### config.mk
export PLATFORM = sky130hd
export DESIGN_NAME = banned_word_masker
export DESIGN_NICKNAME = d
export VERILOG_FILES = /design/src/hw/rtl/bwm_pkg.sv /design/src/hw/rtl/banned_word_masker.sv /design/src/hw/rtl/bwm_front.sv /design/src/hw/rtl/bwm_back.sv
export SDC_FILE = /design/constraint.sdc
export NUM_CORES = 2
export LEC_CHECK = 0
export BUFFER_PORTS_ARGS = -buffer_cell sky130_fd_sc_hd__buf_2
export CORE_MARGIN = 2
export CORE_UTILIZATION = 45
export CTS_CLUSTER_DIAMETER = 100
export DETAILED_ROUTE_END_ITERATION = 6
export GPL_TIMING_DRIVEN = 0
export PLACE_DENSITY_LB_ADDON = 0.15
export SKIP_CTS_REPAIR_TIMING = 1
export SYNTH_ARGS = -nofsm -noshare
export SYNTH_HDL_FRONTEND = slang
export SYNTH_SLANG_ARGS = --single-unit
export TNS_END_PERCENT = 5
### constraint.sdc
create_clock -name i_clk -period 40.5 [get_ports i_clk]
set_clock_uncertainty 0.1 [all_clocks]
set_input_delay 4.05 -clock i_clk [delete_from_list [all_inputs] [get_ports i_clk]]
set_output_delay 4.05 -clock i_clk [all_outputs]
set_load 0.01 [all_outputs]
### src/hw/rtl/bwm_pkg.sv
// Shared types and fixed constants for the banned word masker.
// No dependencies; used by every module of the block.
package bwm_pkg;

    localparam int CHAR_W    = 8;
    localparam int WORD_W    = 64;
    localparam int CFG_IDX_W = 3;
    localparam int QDEPTH    = 4;
    localparam int QAW       = 2;

    localparam logic [CHAR_W-1:0] MASK_CHAR = 8'h2A;

    typedef struct packed {
        logic [CHAR_W-1:0] text_char;
        logic              line_end;
    } t_in_item;

    typedef struct packed {
        logic [CHAR_W-1:0] out_char;
        logic              out_last;
    } t_out_item;

    typedef struct packed {
        logic draining;
        logic empty;
        logic emit;
    } t_back_status;

endpackage

### src/hw/rtl/banned_word_masker.sv
// Top level of the banned word masker: word registers, front queue, back end.
// Depends on bwm_pkg, bwm_front and bwm_back.
//
//  channel | direction | handshake                 | payload
//  --------+-----------+---------------------------+----------------------------
//  in      | input     | i_in_valid / o_in_stall   | i_in_data  (t_in_item)
//  out     | output    | o_out_valid / i_out_stall | o_out_data (t_out_item)
//  cfg     | input     | i_cfg_we                  | i_cfg_idx, i_cfg_data
//
// One character per cycle in steady state while the output is not stalled; the
// back end tests all words at the oldest window position in the same cycle it
// emits that character. An item with line_end drains the window: one output per
// cycle while the output is not stalled; the queue is not read during the drain.
// Reset is synchronous and clears word registers, queue and window fill.
// Output stall holds the output register; the 4-entry queue accepts until full.
module banned_word_masker #(
    parameter int NUM_WORDS    = 8,
    parameter int MAX_WORD_LEN = 8
) (
    input  logic                             i_clk,
    input  logic                             i_rst_n,
    input  logic                             i_in_valid,
    output logic                             o_in_stall,
    input  bwm_pkg::t_in_item                i_in_data,
    output logic                             o_out_valid,
    input  logic                             i_out_stall,
    output bwm_pkg::t_out_item               o_out_data,
    input  logic                             i_cfg_we,
    input  logic [bwm_pkg::CFG_IDX_W-1:0]    i_cfg_idx,
    input  logic [bwm_pkg::WORD_W-1:0]       i_cfg_data
);

    localparam int IW = bwm_pkg::CFG_IDX_W;

    logic [NUM_WORDS-1:0][bwm_pkg::WORD_W-1:0] r_word;
    logic                  q_valid;
    bwm_pkg::t_in_item     q_data;
    logic                  q_pop;
    bwm_pkg::t_back_status st;

    always_ff @(posedge i_clk) begin
        if (!i_rst_n) begin
            r_word <= '0;
        end else begin
            for (int k = 0; k < NUM_WORDS; k++) begin
                if (i_cfg_we && (i_cfg_idx == IW'(k))) begin
                    r_word[k] <= i_cfg_data;
                end
            end
        end
    end

    bwm_front u_front (
        .i_clk      (i_clk),
        .i_rst_n    (i_rst_n),
        .i_in_valid (i_in_valid),
        .o_in_stall (o_in_stall),
        .i_in_data  (i_in_data),
        .o_q_valid  (q_valid),
        .o_q_data   (q_data),
        .i_q_pop    (q_pop)
    );

    bwm_back #(
        .NUM_WORDS    (NUM_WORDS),
        .MAX_WORD_LEN (MAX_WORD_LEN)
    ) u_back (
        .i_clk       (i_clk),
        .i_rst_n     (i_rst_n),
        .i_words     (r_word),
        .i_q_valid   (q_valid),
        .i_q_data    (q_data),
        .o_q_pop     (q_pop),
        .o_out_valid (o_out_valid),
        .i_out_stall (i_out_stall),
        .o_out_data  (o_out_data),
        .o_status    (st)
    );

    a_drain_nonempty: assert property (@(posedge i_clk) disable iff (!i_rst_n)
        st.draining |-> !st.empty)
        else $error("draining with an empty window");

    a_no_pop_in_drain: assert property (@(posedge i_clk) disable iff (!i_rst_n)
        st.draining |-> !q_pop)
        else $error("queue read during drain");

    a_emit_shows: assert property (@(posedge i_clk) disable iff (!i_rst_n)
        st.emit |=> o_out_valid)
        else $error("emitted item not presented");

endmodule

### src/hw/rtl/bwm_front.sv
// Front end of the masker: accepts items and holds them in a short queue.
// Depends on bwm_pkg for the item type and the queue depth.
module bwm_front (
    input  logic              i_clk,
    input  logic              i_rst_n,
    input  logic              i_in_valid,
    output logic              o_in_stall,
    input  bwm_pkg::t_in_item i_in_data,
    output logic              o_q_valid,
    output bwm_pkg::t_in_item o_q_data,
    input  logic              i_q_pop
);

    localparam int QAW = bwm_pkg::QAW;

    bwm_pkg::t_in_item r_mem [bwm_pkg::QDEPTH];
    logic [QAW-1:0]    r_wptr;
    logic [QAW-1:0]    r_rptr;
    logic [QAW:0]      r_count;
    logic              push;
    logic              pop;

    assign o_in_stall = (r_count == (QAW+1)'(bwm_pkg::QDEPTH));
    assign push       = i_in_valid && !o_in_stall;
    assign o_q_valid  = (r_count != '0);
    assign pop        = i_q_pop && o_q_valid;
    assign o_q_data   = r_mem[r_rptr];

    always_ff @(posedge i_clk) begin
        if (push) begin
            r_mem[r_wptr] <= i_in_data;
        end
    end

    always_ff @(posedge i_clk) begin
        if (!i_rst_n) begin
            r_wptr  <= '0;
            r_rptr  <= '0;
            r_count <= '0;
        end else begin
            if (push) begin
                r_wptr <= r_wptr + 1'b1;
            end
            if (pop) begin
                r_rptr <= r_rptr + 1'b1;
            end
            case ({push, pop})
                2'b10:   r_count <= r_count + 1'b1;
                2'b01:   r_count <= r_count - 1'b1;
                default: r_count <= r_count;
            endcase
        end
    end

endmodule

### src/hw/rtl/bwm_back.sv
// Back end of the masker: character window, word match and mask, drain, output register.
// Depends on bwm_pkg for item types, the mask character and the status struct.
module bwm_back #(
    parameter int NUM_WORDS    = 8,
    parameter int MAX_WORD_LEN = 8
) (
    input  logic                                     i_clk,
    input  logic                                     i_rst_n,
    input  logic [NUM_WORDS-1:0][bwm_pkg::WORD_W-1:0] i_words,
    input  logic                                     i_q_valid,
    input  bwm_pkg::t_in_item                        i_q_data,
    output logic                                     o_q_pop,
    output logic                                     o_out_valid,
    input  logic                                     i_out_stall,
    output bwm_pkg::t_out_item                       o_out_data,
    output bwm_pkg::t_back_status                    o_status
);

    localparam int FW = $clog2(MAX_WORD_LEN + 1);
    localparam int CW = bwm_pkg::CHAR_W;

    logic [CW-1:0] r_win [MAX_WORD_LEN];
    logic [FW-1:0] r_fill;
    logic          r_draining;
    logic          r_ov;
    bwm_pkg::t_out_item r_out;

    logic [CW-1:0] wa      [MAX_WORD_LEN];
    logic [CW-1:0] src_win [MAX_WORD_LEN];
    logic [CW-1:0] tst     [MAX_WORD_LEN];
    logic [CW-1:0] sh      [MAX_WORD_LEN];
    logic [FW-1:0] len     [NUM_WORDS];
    logic [FW-1:0] fa;
    logic [FW-1:0] src_fill;
    logic          need;
    logic          out_ready;
    logic          pop;
    logic          emit;
    logic          end_flag;

    // Word lengths: count of bytes before the first zero byte.
    always_comb begin
        for (int k = 0; k < NUM_WORDS; k++) begin
            len[k] = FW'(MAX_WORD_LEN);
            for (int i = MAX_WORD_LEN - 1; i >= 0; i--) begin
                if (i_words[k][CW*i +: CW] == '0) begin
                    len[k] = FW'(i);
                end
            end
        end
    end

    always_comb begin
        fa = r_fill + 1'b1;
        for (int i = 0; i < MAX_WORD_LEN; i++) begin
            wa[i] = (r_fill == FW'(i)) ? i_q_data.text_char : r_win[i];
        end
        need      = i_q_data.line_end || (fa == FW'(MAX_WORD_LEN));
        out_ready = !r_ov || !i_out_stall;
        pop       = i_q_valid && !r_draining && (!need || out_ready);
        emit      = r_draining ? out_ready : (pop && need);
        end_flag  = r_draining || i_q_data.line_end;
        src_fill  = r_draining ? r_fill : fa;
        for (int i = 0; i < MAX_WORD_LEN; i++) begin
            src_win[i] = r_draining ? r_win[i] : wa[i];
        end
    end

    // Test each word in order at the oldest position; later words see earlier masks.
    always_comb begin
        logic hit;
        hit = 1'b0;
        for (int i = 0; i < MAX_WORD_LEN; i++) begin
            tst[i] = src_win[i];
        end
        for (int k = 0; k < NUM_WORDS; k++) begin
            hit = (len[k] != '0) && (len[k] <= src_fill);
            for (int i = 0; i < MAX_WORD_LEN; i++) begin
                if ((FW'(i) < len[k]) && (tst[i] != i_words[k][CW*i +: CW])) begin
                    hit = 1'b0;
                end
            end
            for (int i = 0; i < MAX_WORD_LEN; i++) begin
                if (hit && (FW'(i) < len[k])) begin
                    tst[i] = bwm_pkg::MASK_CHAR;
                end
            end
        end
        for (int i = 0; i < MAX_WORD_LEN - 1; i++) begin
            sh[i] = tst[i+1];
        end
        sh[MAX_WORD_LEN-1] = tst[MAX_WORD_LEN-1];
    end

    always_ff @(posedge i_clk) begin
        if (emit) begin
            r_win              <= sh;
            r_out.out_char     <= tst[0];
            r_out.out_last     <= end_flag && (src_fill == FW'(1));
        end else if (pop) begin
            r_win <= wa;
        end
    end

    always_ff @(posedge i_clk) begin
        if (!i_rst_n) begin
            r_fill     <= '0;
            r_draining <= 1'b0;
            r_ov       <= 1'b0;
        end else begin
            if (emit) begin
                r_fill     <= src_fill - 1'b1;
                r_draining <= end_flag && (src_fill > FW'(1));
                r_ov       <= 1'b1;
            end else begin
                if (pop) begin
                    r_fill <= fa;
                end
                if (!i_out_stall) begin
                    r_ov <= 1'b0;
                end
            end
        end
    end

    assign o_q_pop           = pop;
    assign o_out_valid       = r_ov;
    assign o_out_data        = r_out;
    assign o_status.draining = r_draining;
    assign o_status.empty    = (r_fill == '0);
    assign o_status.emit     = emit;

endmodule
==> impl_results.md <==
- Status: finished, violations left
- Failing checks: design-rule violations, max-capacitance violations, max-slew violations
- Top cells by area, synth: dfxtp_1 (25%), nand2_1 (12%), a21boi_0 (9.2%)
- Global-route wire length before repair: 319000 um
- Most used cell, CP: buf_4
- Reg2reg start: u_back.r_fill[0]
- Pin count of the biggest net entering global routing: 34
- CP max stage cell: nor4b_2
- Clock transition at path regs: 0.06 ns
- Static Leak: 0.0166 uW
- Routed WL: 233000 um
- Final Hold Vio Count: 0
- Synth warn: 0
- Crit share post-route: 0.642
- Initial antenna violation count: 25
- Die outline width: 312 um
- Initial Utilization: 0.452
- Netlist cell types: 125
- TritonRoute pass-1 iters: 7
- Total track usage: 0.461
- Post-route DRC: 14
- Worst Setup Start Kind: register
- Chip height: 312 um
- Post-Synth Adder-Cell Area: 0.0130
- Yosys top cell by area: dfxtp_1
- Layout area overhead: 11.3%
- Initial DRC Count: 7140
- Placed Instances: 6802
- Crit path DAT: 26.29 ns
- Total power draw: 3200 uW
- Syn_area_per_cell: 7.79 um^2
- Num rows: 113
- Final #Nets: 5741
- Hold WC Path Type: reg2reg
- Slew @ Worst Pin: 1.58 ns
- Crit Path Category: reg2reg
- Min-delay src: r_word[33]
- Layout cells sized above 1: 0.0888
- DP Wirelength: 177000 um
- Wirelength per Cell: 33.5 um
- Max Slew Vio Count: 41
- Synth async-reset ratio: 0
- Final hold slack: 0.389 ns
- Vias/cell: 6.68
- Routed vias: 46.5k
- Clock sinks: 636
- Synth top area share: 0.247
- Vias in the first global route: 40.9k
- Post-Syn Area: 0.0428 mm^2
- Port-buffer cells: 22
- #FFs+latches synth: 636
- Synth top cells by count: nand2_1 (1388), dfxtp_1 (527), a21boi_0 (523)
- Number of max-cap violations: 6
- Cell Pwr Density: 67.3 mW/mm^2
- Core box area: 0.0946 mm^2
- Post-Route Setup TNS: 0 ns
- Post-synthesis simple-gate area fraction: 0.263
- Post-synthesis net count: 5620
- Slew HR: -0.0655
- Total CTS buffers: 76
- Root Buffer: clkbuf_16
- PnR worst setup slack: 14.49 ns
- Peak VDD IR: 0.0662 mV
- I/O pin count: 92
- Worst skew pair latency: 0.69 ns
- Post-synthesis sequential area ratio: 0.323
- Post-route ant nets: 0
- RSZ-0062 raised after global routing: no
- CTS tree: done
- FF-to-FF End: u_back.r_win[47]
- Place WS: 16.34 ns
- CP required: 40.78 ns
- Achievable Freq: 38.4 MHz
- Crit. End Element: register
- Worst hold endpoint: r_word[33]
- Top_reg_cell synth: dfxtp_1
- Top fanout value on the critical path: 11
- Post-route insts no fill: 6968
- Mux share of post-synthesis cell area: 0.0502
- Xor/xnor cell area share of the yosys netlist: 0.0512
- Largest family of logic cells by synthesized area: simple AND/OR/NAND/NOR gates
- Mapped Cells: 5495
- Hold Path Depth: 2
- GR Overflow Total: 0
- Most frequent cell after synthesis: nand2_1
- Crit path largest cell delay: 1.14 ns
- Final worst path period need: 26.01 ns
- Setup violators final: 0
- Number of enable flip-flop cells after synthesis: 109
- Max clock buf depth: 3
- Reg2reg setup slack: 14.49 ns
- Die area: 0.0976 mm^2
- Post-synthesis compound-gate area fraction: 0.251
- Cells on worst reg2reg path: 52
- CTS H-tree depth: 3
- Placer Congestion: 1.08
-- cells by family after synthesis --
kind of cell    count (synthesis)
xor+xnor                      250
compound gates               1483
simple gates                 2436
fa+ha+maj                      44
flops                         636
mux                           185
buf+inv                       461
-- layer usage --
metal	part of all wire	vias to the layer above	GRT usage
met4	0.076	18	0.294
met2	0.40	3149	0.646
met1	0.39	22600	0.612
met5	0.00057	-	0
li1	-	20100	-
met3	0.13	677	0.142
-- layout make-up --
| cell class | count | area [um^2] |
|---|---|---|
| sequential | 636 | 13800 |
| clock buffer | 108 | 2290 |
| clock inverter | 32 | 350 |
| timing repair buffer | 43 | 409 |
| inverter | 98 | 368 |
| antenna | 25 | 62.6 |
| tap | 1265 | 1580 |
| buffer | 363 | 1720 |
| fill | 9409 | 47000 |
| multi-input combinational | 4398 | 27000 |
-- power by group --
group | internal [uW] | switching (uW)
logic | 524 | 1140
registers | 749 | 60.7
clock network | 428 | 305
total | 1700 | 1500
-- flip-flops by register name, indices dropped and copies added (netlist names), named ones only --
register            count
u_back.r_fill           4
u_front.r_count         3
u_back.o_out_valid      1
u_back.r_win           64
u_front.r_mem          36
r_word                512
u_back.r_draining       1
u_front.r_wptr          2
u_back.o_out_data       9
u_front.r_rptr          2
-- worst max-delay path by stage --
stage | start | end | slack [ns] | cells after the start
final | u_back.r_fill[0] | u_back.r_win[47] | 14.49 | 52
after global routing | u_back.r_fill[0] | u_back.r_win[20] | 15.15 | 51
after CTS | u_back.r_fill[0] | u_back.r_win[16] | 16.28 | 52
after detailed placement | u_back.r_fill[0] | u_back.r_win[47] | 16.34 | 46
after global placement | r_word[28] | u_back.r_win[40] | 15.63 | 47
after floorplan | u_back.r_draining | u_back.r_win[0] | 27.50 | 48
-- worst max-delay path: cells and delay by family (launching register included) --
family,cells,cell delay [ns]
simple gates,13,6.71
flops,1,0.40
mux,1,0.80
compound gates,24,12.29
buf+inv,12,4.79
fa+ha+maj,1,0.33
xor+xnor,1,0.13
-- metrics by stage --
stage,utilization,instance area (um^2)
final,0.503,47600
after global routing,0.503,47500
after CTS,0.502,47500
after detailed placement,0.475,44900
after global placement,0.470,44500
after floorplan,-,42800
-- cells in the final DEF (no fill, tap or decap), types with 19 or more instances in the layout --
cell          n
nand2_1    1387
dfxtp_1     527
a21boi_0    523
nor2_1      289
clkbuf_1    207
xnor2_1     181
a21oi_1     156
o21ai_0     147
nor3_1      121
mux2i_1     120
edfxtp_1    109
nand3_1     102
inv_1        95
nor4_1       93
o22ai_1      88
clkbuf_16    80
a31oi_1      73
clkbuf_2     72
xor2_1       67
buf_2        65
a22oi_1      60
nand4_1      53
nor2b_1      51
and3_1       46
buf_4        43
and2_1       43
ha_1         43
o211ai_1     37
nand2b_1     36
or4_1        35
or3_1        35
mux2_2       31
nor4b_1      26
diode_2      25
a211o_1      24
o31ai_1      24
o21a_1       22
a211oi_1     21
a31o_2       19
No activity file was read; power rests on OpenSTA's default activity.
